## src/rtl/mmg_pkg.sv

```systemverilog
// ----------------------------------------------------------------------------
// mmg_pkg
// Shared types, codes and constants for the fixed-point matrix multiplier.
// ----------------------------------------------------------------------------
`timescale 1ns / 1ps

package mmg_pkg;

  // field widths
  localparam int unsigned IDX_W   = 3;
  localparam int unsigned DIM_W   = 4;
  localparam int unsigned ENTRY_W = 16;
  localparam int unsigned PROD_W  = 2 * ENTRY_W;
  localparam int unsigned VALUE_W = 40;

  // cycles from the last issued operand pair to the end of its result strobe
  localparam int unsigned MAC_LAT = 3;

  // reset value of each dimension register
  localparam logic [DIM_W-1:0] DIM_RESET = 4'd8;

  // command codes
  typedef enum logic [1:0] {
    OP_LOAD_A = 2'd0,
    OP_LOAD_B = 2'd1,
    OP_RUN    = 2'd2,
    OP_NONE   = 2'd3
  } op_e;

  // configuration register indexes
  typedef enum logic [1:0] {
    REG_ROWS_A    = 2'd0,
    REG_INNER_DIM = 2'd1,
    REG_COLS_B    = 2'd2,
    REG_GRAM_MODE = 2'd3
  } reg_e;

  // control tag that travels with each operand pair through the mac pipeline
  typedef struct packed {
    logic             valid;
    logic             first;
    logic             last_k;
    logic             last_elem;
    logic [IDX_W-1:0] row;
    logic [IDX_W-1:0] col;
  } mmg_tag_t;

  // clamp a dimension register to the range 1 .. max_dim
  function automatic logic [DIM_W-1:0] dim_sat(input logic [DIM_W-1:0] raw,
                                               input logic [DIM_W-1:0] max_dim);
    logic [DIM_W-1:0] res;
    if (raw == '0) begin
      res = DIM_W'(1);
    end else if (raw > max_dim) begin
      res = max_dim;
    end else begin
      res = raw;
    end
    return res;
  endfunction

endpackage

```

## src/rtl/matrix_multiply_gram.sv

```systemverilog
// ----------------------------------------------------------------------------
// matrix_multiply_gram
// Fixed-point Q7.8 matrix multiply C = A*B, or C = A*A^T in Gram mode.
// ----------------------------------------------------------------------------
//  channel   | signals                                        | handshake
//  ----------+------------------------------------------------+----------------------
//  command   | operation_i row_index_i col_index_i entry_value_i | start & !busy
//  result    | out_row_o out_col_o out_value_o last_o         | result_valid_o, 1 cycle
//  config    | psel penable pwrite paddr pwdata prdata pready | apb write, no wait
//
//  a load or ignored command never raises busy; loads stream back to back
//  a run keeps busy high while it issues all m*c*n terms (c = cols_b, or rows_a
//  in gram mode) and while the mac drains; single shared multiplier: one product per cycle
//  one result per element comes while busy; the receiver cannot stall
//  reset clears both stores at once through per-entry valid bits
// ----------------------------------------------------------------------------
`timescale 1ns / 1ps

module matrix_multiply_gram
  import mmg_pkg::*;
#(
  parameter int unsigned MAX_DIM = 8
) (
  input  logic                      clk_i,
  input  logic                      rst_ni,
  input  logic                      start,
  output logic                      busy,
  input  logic [1:0]                operation_i,
  input  logic [IDX_W-1:0]          row_index_i,
  input  logic [IDX_W-1:0]          col_index_i,
  input  logic signed [ENTRY_W-1:0] entry_value_i,
  output logic                      result_valid_o,
  output logic [IDX_W-1:0]          out_row_o,
  output logic [IDX_W-1:0]          out_col_o,
  output logic signed [VALUE_W-1:0] out_value_o,
  output logic                      last_o,
  input  logic                      psel,
  input  logic                      penable,
  input  logic                      pwrite,
  input  logic [3:0]                paddr,
  input  logic [31:0]               pwdata,
  output logic [31:0]               prdata,
  output logic                      pready
);

  localparam int unsigned AW = $clog2(MAX_DIM * MAX_DIM);

  logic [DIM_W-1:0] rows_a_q;
  logic [DIM_W-1:0] inner_dim_q;
  logic [DIM_W-1:0] cols_b_q;
  logic             gram_mode_q;
  logic             cfg_we;
  reg_e             cfg_idx;
  logic [DIM_W-1:0] dim_m;
  logic [DIM_W-1:0] dim_n;
  logic [DIM_W-1:0] dim_p;

  logic                      we_a;
  logic                      we_b;
  logic [AW-1:0]             waddr;
  logic [AW-1:0]             raddr_a0;
  logic [AW-1:0]             raddr_a1;
  logic [AW-1:0]             raddr_b;
  logic signed [ENTRY_W-1:0] op_a;
  logic signed [ENTRY_W-1:0] op_b;
  mmg_tag_t                  tag;

  // configuration registers
  assign pready  = 1'b1;
  assign cfg_we  = psel && penable && pwrite;
  assign cfg_idx = reg_e'(paddr[3:2]);

  always_ff @(posedge clk_i or negedge rst_ni) begin
    if (!rst_ni) begin
      rows_a_q    <= DIM_RESET;
      inner_dim_q <= DIM_RESET;
      cols_b_q    <= DIM_RESET;
      gram_mode_q <= 1'b0;
    end else if (cfg_we) begin
      unique case (cfg_idx)
        REG_ROWS_A:    rows_a_q    <= pwdata[DIM_W-1:0];
        REG_INNER_DIM: inner_dim_q <= pwdata[DIM_W-1:0];
        REG_COLS_B:    cols_b_q    <= pwdata[DIM_W-1:0];
        REG_GRAM_MODE: gram_mode_q <= pwdata[0];
        default: ;
      endcase
    end
  end

  // register readback
  always_comb begin
    prdata = '0;
    unique case (cfg_idx)
      REG_ROWS_A:    prdata = 32'(rows_a_q);
      REG_INNER_DIM: prdata = 32'(inner_dim_q);
      REG_COLS_B:    prdata = 32'(cols_b_q);
      REG_GRAM_MODE: prdata = 32'(gram_mode_q);
      default:       prdata = '0;
    endcase
  end

  // effective dimensions
  assign dim_m = dim_sat(rows_a_q, DIM_W'(MAX_DIM));
  assign dim_n = dim_sat(inner_dim_q, DIM_W'(MAX_DIM));
  assign dim_p = dim_sat(cols_b_q, DIM_W'(MAX_DIM));

  // command decode and sequencer
  mmg_seq #(
    .MAX_DIM(MAX_DIM)
  ) u_seq (
    .clk_i      (clk_i),
    .rst_ni     (rst_ni),
    .start      (start),
    .op_i       (op_e'(operation_i)),
    .row_i      (row_index_i),
    .col_i      (col_index_i),
    .dim_m_i    (dim_m),
    .dim_n_i    (dim_n),
    .dim_p_i    (dim_p),
    .gram_i     (gram_mode_q),
    .busy       (busy),
    .we_a_o     (we_a),
    .we_b_o     (we_b),
    .waddr_o    (waddr),
    .raddr_a0_o (raddr_a0),
    .raddr_a1_o (raddr_a1),
    .raddr_b_o  (raddr_b),
    .tag_o      (tag)
  );

  // matrix stores
  mmg_stores #(
    .MAX_DIM(MAX_DIM)
  ) u_stores (
    .clk_i      (clk_i),
    .rst_ni     (rst_ni),
    .gram_i     (gram_mode_q),
    .we_a_i     (we_a),
    .we_b_i     (we_b),
    .waddr_i    (waddr),
    .wdata_i    (entry_value_i),
    .raddr_a0_i (raddr_a0),
    .raddr_a1_i (raddr_a1),
    .raddr_b_i  (raddr_b),
    .op_a_o     (op_a),
    .op_b_o     (op_b)
  );

  // shared multiply-accumulate
  mmg_mac u_mac (
    .clk_i          (clk_i),
    .rst_ni         (rst_ni),
    .tag_i          (tag),
    .op_a_i         (op_a),
    .op_b_i         (op_b),
    .result_valid_o (result_valid_o),
    .out_row_o      (out_row_o),
    .out_col_o      (out_col_o),
    .out_value_o    (out_value_o),
    .last_o         (last_o)
  );

`ifndef SYNTHESIS
  // results only appear inside a run
  assert property (@(posedge clk_i) disable iff (!rst_ni)
    result_valid_o |-> busy)
    else $error("result strobe outside a run");

  // the final element ends the run
  assert property (@(posedge clk_i) disable iff (!rst_ni)
    (result_valid_o && last_o) |=> !busy)
    else $error("block still busy after the last element");

  // an accepted run command starts the sequencer
  assert property (@(posedge clk_i) disable iff (!rst_ni)
    (start && !busy && (operation_i == OP_RUN)) |=> busy)
    else $error("run transaction did not start the sequencer");

  // busy rises only on a run command
  assert property (@(posedge clk_i) disable iff (!rst_ni)
    $rose(busy) |-> $past(start && (operation_i == OP_RUN)))
    else $error("busy raised without a run transaction");
`endif

endmodule

```

## src/rtl/mmg_stores.sv

```systemverilog
// ----------------------------------------------------------------------------
// mmg_stores
// Matrix A and B entry memories with per-entry valid bits; unwritten reads zero.
// ----------------------------------------------------------------------------
`timescale 1ns / 1ps

module mmg_stores
  import mmg_pkg::*;
#(
  parameter int unsigned MAX_DIM = 8
) (
  input  logic                           clk_i,
  input  logic                           rst_ni,
  input  logic                           gram_i,
  input  logic                           we_a_i,
  input  logic                           we_b_i,
  input  logic [$clog2(MAX_DIM*MAX_DIM)-1:0] waddr_i,
  input  logic signed [ENTRY_W-1:0]      wdata_i,
  input  logic [$clog2(MAX_DIM*MAX_DIM)-1:0] raddr_a0_i,
  input  logic [$clog2(MAX_DIM*MAX_DIM)-1:0] raddr_a1_i,
  input  logic [$clog2(MAX_DIM*MAX_DIM)-1:0] raddr_b_i,
  output logic signed [ENTRY_W-1:0]      op_a_o,
  output logic signed [ENTRY_W-1:0]      op_b_o
);

  localparam int unsigned Depth = MAX_DIM * MAX_DIM;

  logic signed [ENTRY_W-1:0] mem_a [Depth];
  logic signed [ENTRY_W-1:0] mem_b [Depth];
  logic [Depth-1:0]          vld_a_q;
  logic [Depth-1:0]          vld_b_q;

  logic signed [ENTRY_W-1:0] rd_a0_q;
  logic signed [ENTRY_W-1:0] rd_a1_q;
  logic signed [ENTRY_W-1:0] rd_b_q;
  logic                      rv_a0_q;
  logic                      rv_a1_q;
  logic                      rv_b_q;

  // memory write and registered reads
  always_ff @(posedge clk_i) begin
    if (we_a_i) begin
      mem_a[waddr_i] <= wdata_i;
    end
    if (we_b_i) begin
      mem_b[waddr_i] <= wdata_i;
    end
    rd_a0_q <= mem_a[raddr_a0_i];
    rd_a1_q <= mem_a[raddr_a1_i];
    rd_b_q  <= mem_b[raddr_b_i];
  end

  // valid bits, cleared at reset so the stores read as zero
  always_ff @(posedge clk_i or negedge rst_ni) begin
    if (!rst_ni) begin
      vld_a_q <= '0;
      vld_b_q <= '0;
      rv_a0_q <= 1'b0;
      rv_a1_q <= 1'b0;
      rv_b_q  <= 1'b0;
    end else begin
      if (we_a_i) begin
        vld_a_q[waddr_i] <= 1'b1;
      end
      if (we_b_i) begin
        vld_b_q[waddr_i] <= 1'b1;
      end
      rv_a0_q <= vld_a_q[raddr_a0_i];
      rv_a1_q <= vld_a_q[raddr_a1_i];
      rv_b_q  <= vld_b_q[raddr_b_i];
    end
  end

  // mask unwritten entries, pick the second operand source
  always_comb begin
    op_a_o = rv_a0_q ? rd_a0_q : '0;
    if (gram_i) begin
      op_b_o = rv_a1_q ? rd_a1_q : '0;
    end else begin
      op_b_o = rv_b_q ? rd_b_q : '0;
    end
  end

endmodule

```

## src/rtl/mmg_mac.sv

```systemverilog
// ----------------------------------------------------------------------------
// mmg_mac
// Shared multiply-accumulate unit: one 16x16 signed product per cycle.
// ----------------------------------------------------------------------------
`timescale 1ns / 1ps

module mmg_mac
  import mmg_pkg::*;
(
  input  logic                      clk_i,
  input  logic                      rst_ni,
  input  mmg_tag_t                  tag_i,
  input  logic signed [ENTRY_W-1:0] op_a_i,
  input  logic signed [ENTRY_W-1:0] op_b_i,
  output logic                      result_valid_o,
  output logic [IDX_W-1:0]          out_row_o,
  output logic [IDX_W-1:0]          out_col_o,
  output logic signed [VALUE_W-1:0] out_value_o,
  output logic                      last_o
);

  mmg_tag_t                  tag1_q;
  mmg_tag_t                  tag2_q;
  logic signed [PROD_W-1:0]  prod_q;
  logic signed [VALUE_W-1:0] acc_q;
  logic signed [VALUE_W-1:0] acc_d;
  logic signed [VALUE_W-1:0] prod_ext;
  logic                      out_vld_q;
  logic [IDX_W-1:0]          out_row_q;
  logic [IDX_W-1:0]          out_col_q;
  logic signed [VALUE_W-1:0] out_value_q;
  logic                      out_last_q;

  // accumulate, restarting on the first term of each element
  assign prod_ext = VALUE_W'(prod_q);
  assign acc_d    = tag2_q.first ? prod_ext : acc_q + prod_ext;

  // tag pipeline and result strobe
  always_ff @(posedge clk_i or negedge rst_ni) begin
    if (!rst_ni) begin
      tag1_q    <= '0;
      tag2_q    <= '0;
      out_vld_q <= 1'b0;
    end else begin
      tag1_q    <= tag_i;
      tag2_q    <= tag1_q;
      out_vld_q <= tag2_q.valid && tag2_q.last_k;
    end
  end

  // product, accumulator and result payload
  always_ff @(posedge clk_i) begin
    prod_q <= op_a_i * op_b_i;
    if (tag2_q.valid) begin
      acc_q <= acc_d;
    end
    if (tag2_q.valid && tag2_q.last_k) begin
      out_value_q <= acc_d;
      out_row_q   <= tag2_q.row;
      out_col_q   <= tag2_q.col;
      out_last_q  <= tag2_q.last_elem;
    end
  end

  assign result_valid_o = out_vld_q;
  assign out_row_o      = out_row_q;
  assign out_col_o      = out_col_q;
  assign out_value_o    = out_value_q;
  assign last_o         = out_last_q;

endmodule

```

## src/rtl/mmg_seq.sv

```systemverilog
// ----------------------------------------------------------------------------
// mmg_seq
// Command decode and i/j/k sequencer that feeds the shared mac unit.
// ----------------------------------------------------------------------------
`timescale 1ns / 1ps

module mmg_seq
  import mmg_pkg::*;
#(
  parameter int unsigned MAX_DIM = 8
) (
  input  logic                               clk_i,
  input  logic                               rst_ni,
  input  logic                               start,
  input  op_e                                op_i,
  input  logic [IDX_W-1:0]                   row_i,
  input  logic [IDX_W-1:0]                   col_i,
  input  logic [DIM_W-1:0]                   dim_m_i,
  input  logic [DIM_W-1:0]                   dim_n_i,
  input  logic [DIM_W-1:0]                   dim_p_i,
  input  logic                               gram_i,
  output logic                               busy,
  output logic                               we_a_o,
  output logic                               we_b_o,
  output logic [$clog2(MAX_DIM*MAX_DIM)-1:0] waddr_o,
  output logic [$clog2(MAX_DIM*MAX_DIM)-1:0] raddr_a0_o,
  output logic [$clog2(MAX_DIM*MAX_DIM)-1:0] raddr_a1_o,
  output logic [$clog2(MAX_DIM*MAX_DIM)-1:0] raddr_b_o,
  output mmg_tag_t                           tag_o
);

  localparam int unsigned AW  = $clog2(MAX_DIM * MAX_DIM);
  localparam int unsigned FW  = AW + IDX_W;
  localparam int unsigned CW  = $clog2(MAC_LAT);

  typedef enum logic [2:0] {
    S_IDLE  = 3'b001,
    S_RUN   = 3'b010,
    S_DRAIN = 3'b100
  } state_e;

  state_e           state_q, state_d;
  logic [IDX_W-1:0] i_q, i_d;
  logic [IDX_W-1:0] j_q, j_d;
  logic [IDX_W-1:0] k_q, k_d;
  logic [CW-1:0]    cnt_q, cnt_d;
  logic             accept;
  logic [DIM_W-1:0] ncols;
  logic             i_end;
  logic             j_end;
  logic             k_end;

  // row-major store address
  function automatic logic [AW-1:0] addr_of(input logic [IDX_W-1:0] r,
                                            input logic [IDX_W-1:0] c);
    logic [FW-1:0] full;
    full = FW'(r) * FW'(MAX_DIM) + FW'(c);
    return full[AW-1:0];
  endfunction

  assign busy   = (state_q != S_IDLE);
  assign accept = start && !busy;
  assign ncols  = gram_i ? dim_m_i : dim_p_i;

  // loads, dropped when outside the configured dimensions
  assign we_a_o  = accept && (op_i == OP_LOAD_A) &&
                   ({1'b0, row_i} < dim_m_i) && ({1'b0, col_i} < dim_n_i);
  assign we_b_o  = accept && (op_i == OP_LOAD_B) &&
                   ({1'b0, row_i} < dim_n_i) && ({1'b0, col_i} < dim_p_i);
  assign waddr_o = addr_of(row_i, col_i);

  // operand addresses for the current term
  assign raddr_a0_o = addr_of(i_q, k_q);
  assign raddr_a1_o = addr_of(j_q, k_q);
  assign raddr_b_o  = addr_of(k_q, j_q);

  assign i_end = ({1'b0, i_q} == dim_m_i - DIM_W'(1));
  assign j_end = ({1'b0, j_q} == ncols - DIM_W'(1));
  assign k_end = ({1'b0, k_q} == dim_n_i - DIM_W'(1));

  // tag for the term issued this cycle
  always_comb begin
    tag_o.valid     = (state_q == S_RUN);
    tag_o.first     = (k_q == '0);
    tag_o.last_k    = k_end;
    tag_o.last_elem = i_end && j_end;
    tag_o.row       = i_q;
    tag_o.col       = j_q;
  end

  // sequencer next state
  always_comb begin
    state_d = state_q;
    i_d     = i_q;
    j_d     = j_q;
    k_d     = k_q;
    cnt_d   = cnt_q;
    unique case (state_q)
      S_IDLE: begin
        if (accept && (op_i == OP_RUN)) begin
          state_d = S_RUN;
          i_d     = '0;
          j_d     = '0;
          k_d     = '0;
        end
      end
      S_RUN: begin
        if (k_end) begin
          k_d = '0;
          if (j_end) begin
            j_d = '0;
            if (i_end) begin
              state_d = S_DRAIN;
              cnt_d   = '0;
            end else begin
              i_d = i_q + IDX_W'(1);
            end
          end else begin
            j_d = j_q + IDX_W'(1);
          end
        end else begin
          k_d = k_q + IDX_W'(1);
        end
      end
      S_DRAIN: begin
        if (cnt_q == CW'(MAC_LAT - 1)) begin
          state_d = S_IDLE;
        end else begin
          cnt_d = cnt_q + CW'(1);
        end
      end
      default: begin
        state_d = S_IDLE;
      end
    endcase
  end

  // sequencer registers
  always_ff @(posedge clk_i or negedge rst_ni) begin
    if (!rst_ni) begin
      state_q <= S_IDLE;
      i_q     <= '0;
      j_q     <= '0;
      k_q     <= '0;
      cnt_q   <= '0;
    end else begin
      state_q <= state_d;
      i_q     <= i_d;
      j_q     <= j_d;
      k_q     <= k_d;
      cnt_q   <= cnt_d;
    end
  end

endmodule

```

## config.mk

```make
export PLATFORM = sky130hd
export DESIGN_NAME = matrix_multiply_gram
export DESIGN_NICKNAME = d
export VERILOG_FILES = /design/src/rtl/mmg_pkg.sv /design/src/rtl/matrix_multiply_gram.sv /design/src/rtl/mmg_stores.sv /design/src/rtl/mmg_mac.sv /design/src/rtl/mmg_seq.sv
export SDC_FILE = /design/constraint.sdc
export NUM_CORES = 2
export LEC_CHECK = 0
export ABC_AREA = 1
export BUFFER_PORTS_ARGS = -buffer_cell sky130_fd_sc_hd__buf_2
export CAP_MARGIN = 20
export CORE_ASPECT_RATIO = 2
export CORE_MARGIN = 1
export CORE_UTILIZATION = 65
export DETAILED_ROUTE_END_ITERATION = 16
export GPL_TIMING_DRIVEN = 0
export PLACE_DENSITY_LB_ADDON = 0.15
export SKIP_CTS_REPAIR_TIMING = 1
export SYNTH_ARGS = -nofsm -noshare
export SYNTH_HDL_FRONTEND = slang
export SYNTH_HIERARCHICAL = 1
export SYNTH_SLANG_ARGS = --single-unit
```

## constraint.sdc

```tcl
create_clock -name clk_i -period 15.74 [get_ports clk_i]
set_clock_uncertainty 0.2 [all_clocks]
set_input_delay 3.148 -clock clk_i [delete_from_list [all_inputs] [get_ports clk_i]]
set_output_delay 3.148 -clock clk_i [all_outputs]
set_load 0.03 [all_outputs]
```

==> qor.txt, run 1 <==
First-pass GRT wire length: 1050000 um
TritonCTS sink count: 2394
Largest net degree at the start of global routing: 98
Top-Level Pins: 148
Synth top area share: 0.526
Avg Cell Area, Syn: 9.36 um^2
Synth warn: 6
Die Ht: 614 um
Post-synthesis sequential area ratio: 0.576
Die X: 308 um
Clk root buf: clkbuf_16
Stop stage: global routing (5_1_grt)
Post-synthesis simple-gate area fraction: 0.298
Cells after synthesis: 13000
Stop Error: [ERROR GRT-0116] Global routing finished with congestion. Check the congestion regions in the DRC Viewer.
Gr ovfl total: 4798
Row count: 224
Ys flop type: edfxtp_1
Yosys cell types: 55
Status: did not finish
Largest family of logic cells by synthesized area: simple AND/OR/NAND/NOR gates
Yosys top cell by area: edfxtp_1
Area contributors post-synth: edfxtp_1 (53%), nand2_1 (16%), nand3_1 (12%), fa_1 (4.3%), dfrtp_1 (3.6%)
Post-synthesis mux area share: 0
Post-synth top cells: nand2_1 (5052), nand3_1 (2896), edfxtp_1 (2135), inv_1 (682), buf_2 (356)
Synthesized cell area: 122000 um^2
Async SR Flop Fraction: 0.0748
Compound-Gate Fraction of Synth Area: 0.00646
Total GRT Usage: 0.766
Clock Path Buffers: 4
Post-synth EDFFs: 2135
Adder-cell share of the synthesized area: 0.0573
Starting Density: 0.655
Post-synthesis register bit count: 2394
Placer Congestion: 1.42
H-tree levels: 4
Most common cell in the netlist: nand2_1
DP HPWL: 438000 um
Num CTS Buffers: 206
Vias in the first global route: 125000
IO Port Bufs: 88
Xor/xnor share of the synthesized area: 0.00331
-- logic make-up after synthesis --
kind of cell / Yosys count
fa+ha+maj: 400
compound gates: 134
simple gates: 8472
buf+inv: 1566
xor+xnor: 46
flops: 2394
other cells: 2
-- layer usage --
| metal | GRT usage | GRT overflow |
|---|---|---|
| met1 | 0.745 | 35 |
| met3 | 0.532 | 54 |
| met2 | 0.999 | 3247 |
| met5 | 0.144 | 3 |
| met4 | 0.818 | 1459 |
-- metrics by stage --
stage	worst slack [ns]	cells	hold WS (ns)	area [um^2]
after floorplan	8.72	13000	0.131	122000
after global placement	6.41	15600	0.132	125000
after detailed placement	6.34	15800	0.135	129000
after CTS	6.28	16100	0.152	135000
==> run 2, diff against run 1 <==
--- a/config.mk
+++ b/config.mk
@@ -8,9 +8,8 @@
 export ABC_AREA = 1
 export BUFFER_PORTS_ARGS = -buffer_cell sky130_fd_sc_hd__buf_2
 export CAP_MARGIN = 20
-export CORE_ASPECT_RATIO = 2
 export CORE_MARGIN = 1
-export CORE_UTILIZATION = 65
+export CORE_UTILIZATION = 40
 export DETAILED_ROUTE_END_ITERATION = 16
 export GPL_TIMING_DRIVEN = 0
 export PLACE_DENSITY_LB_ADDON = 0.15
==> run 2 against run 1 <==
Against the previous run: the flow now finishes without violations; synthesized area stayed put; synthesized cell count stayed put.
==> qor.txt, run 2 <==
Status: completed
Most frequent cells in the layout: nand2_1 (5052), nand3_1 (2896), edfxtp_1 (2135)
Fin area: 140000 um^2
End of the worst hold path: u_mac/tag2_q[0]
Area contributors post-synth: edfxtp_1 (53%), nand2_1 (16%), nand3_1 (12%), fa_1 (4.3%), dfrtp_1 (3.6%)
Pre-antenna DRT Iters: 9
Worst-Skew Late Latency: 0.93 ns
DP HPWL: 427000 um
Layout Nets: 14000
Reg2reg path depth: 26
Clk root buf: clkbuf_16
Worst vdd ir: 0.000141 V
IO Port Bufs: 88
Crit path DAT: 10.42 ns
Post-synth EDFFs: 2135
Leakage power: 57.8 nW
CTS tree: built
Max cap viols: 0
Final hold violation count: 0
Starting Density: 0.402
Hold path start: u_mac/tag1_q[0]
Pint: 12.7 mW
Async SR Flop Fraction: 0.0748
Switching Share: 0.397
Most common cell in the netlist: nand2_1
Gr ovfl total: 0
Power share of the combinational group: 0.337
CP Launch Type: flop
RSZ-0062 raised after global routing: false
DRT antenna net count: 0
Clk slew on worst S/H paths: 0.06 ns
CP Capture Type: flop
Max frequency: 0.102 GHz
Maximum fanout along the worst path: 10
Net Switching: 8.37 mW
Ys flop type: edfxtp_1
Synth top area share: 0.526
Initial antenna violation count: 40
Sequential power share: 0.343
Clock Path Buffers: 4
Placer Congestion: 1.09
Slew margin rel.: 0.0949
Largest net degree at the start of global routing: 81
Worst Max-Slew Pin Slew: 1.36 ns
Commonest non-fill, non-tap cell in the layout: nand2_1
R2R setup slack: 5.89 ns
Vias in the first global route: 97400
P&R area growth vs syn: 15.2%
Yosys top cell by area: edfxtp_1
Share of cells above drive strength 1: 0.106
Total GRT Usage: 0.369
H-tree levels: 5
Post-synthesis register bit count: 2394
Clock Power Share: 0.320
Row count: 202
First-pass GRT wire length: 782000 um
Cells after synthesis: 13000
Reg-to-reg startpoint: gram_mode_q
DRC: 0
DR iter-0 viols: 14600
Setup-failing EPs final: 0
Final Cycle Share: 0.626
Hold depth: 0
Reg-to-Reg End: u_mac/prod_q[28]
Top-Level Pins: 148
Post-synth top cells: nand2_1 (5052), nand3_1 (2896), edfxtp_1 (2135), inv_1 (682), buf_2 (356)
TritonCTS sink count: 2394
Final wirelength: 577000 um
Synth warn: 6
Yosys cell types: 55
Power Density: 150 nW/um^2
Post-Route Setup TNS: 0 ns
Synthesized cell area: 122000 um^2
Setup Crit Path Kind: flop to flop
Area after DPL: 131000 um^2
Core box area: 303000 um^2
Worst hold path class: flop to flop
Critical path required time: 16.31 ns
Num CTS Buffers: 285
Post-synthesis sequential area ratio: 0.576
Die Ht: 554 um
Routed len/inst: 32.4 um
Die X: 554 um
Vias: 103000
Minimum clock period: 9.85 ns
Slew Viols, Final: 0
Avg Cell Area, Syn: 9.36 um^2
Biggest registers after layout: u_stores/mem_a: 1024 flops, u_stores/mem_b: 1024 flops
Die area: 307000 um^2
DR vias/cell: 5.81
-- run 2: cell counts after synthesis --
No cell type changed its count.
-- run 2: layout make-up --
type	instances	area [um^2]
clock buffers	377	7860
diodes	20	50.0
repair buffers	234	3410
plain buffers	847	4490
multi-input cells	9081	45100
flip-flops and latches	2394	70200
fillers	28700	162000
clock inverters	140	1540
well taps	3978	4980
inverters	719	2720
-- run 2: cell families after synthesis --
kind of cell    after synthesis  share of synthesized area
other cells                   2                  0.0000616
simple gates               8472                      0.298
buf+inv                    1566                     0.0591
compound gates              134                    0.00646
fa+ha+maj                   400                     0.0573
xor+xnor                     46                    0.00331
flops                      2394                      0.576
-- run 2: power groups by stage --
| stage | Sequential [mW] | Combinational [mW] | Clock [mW] |
|---|---|---|---|
| after detailed placement | 7.35 | 6.80 | 0 |
| after floorplan | 7.30 | 3.63 | 0 |
| after global routing | 7.23 | 7.37 | 7.05 |
| final | 7.22 | 7.11 | 6.76 |
| after CTS | 7.22 | 6.82 | 6.82 |
| after global placement | 7.38 | 6.70 | 0 |
-- run 2: per-layer routing --
metal / vias up / global-route usage / routed length [um] / part of all wire
met5: - / 0 / 157 / 0.00027
met3: 1463 / 0.0849 / 57800 / 0.10
li1: 44500 / - / - / -
met2: 6265 / 0.564 / 252000 / 0.44
met1: 51200 / 0.468 / 221000 / 0.38
met4: 20 / 0.245 / 46000 / 0.080
-- run 2: metrics by stage --
stage	power [mW]	instances	worst slack, ns	util	hold slack (ns)
after floorplan	10.9	13000	8.72	-	0.131
after global placement	14.1	17100	6.17	0.421	0.132
after detailed placement	14.1	17200	6.17	0.432	0.135
after CTS	20.9	17800	6.12	0.463	0.151
after global routing	21.6	17800	5.67	0.463	0.154
final	21.1	17800	5.89	0.464	0.148
-- run 2: worst max path at each step --
stage,end,from,cells past startpoint
2_1_floorplan,prdata[1],paddr[3],3
3_3_place_gp,u_mac/prod_q[28],gram_mode_q,26
3_5_place_dp,u_mac/prod_q[28],gram_mode_q,26
4_1_cts,u_mac/prod_q[28],gram_mode_q,26
5_1_grt,u_mac/prod_q[28],gram_mode_q,26
6_report,u_mac/prod_q[28],gram_mode_q,26
-- run 2: worst max-delay path, stage by stage (launching register included) --
cell	delay, ns
dfrtp_1	0.57
clkbuf_1	0.52
inv_1	0.33
clkbuf_1	0.34
nand3_1	0.57
nand2_1	0.21
clkbuf_1	0.52
clkbuf_1	0.57
nand2_1	0.24
fa_1	0.61
inv_1	0.08
fa_1	0.94
inv_1	0.20
fa_1	0.57
inv_1	0.05
fa_1	0.54
fa_1	0.58
inv_1	0.06
fa_1	0.53
inv_1	0.04
ha_1	0.37
nand2_1	0.15
inv_1	0.07
a21oi_1	0.15
a21boi_0	0.36
nand3_1	0.14
xor2_1	0.17
No activity file was read; power rests on OpenSTA's default activity.
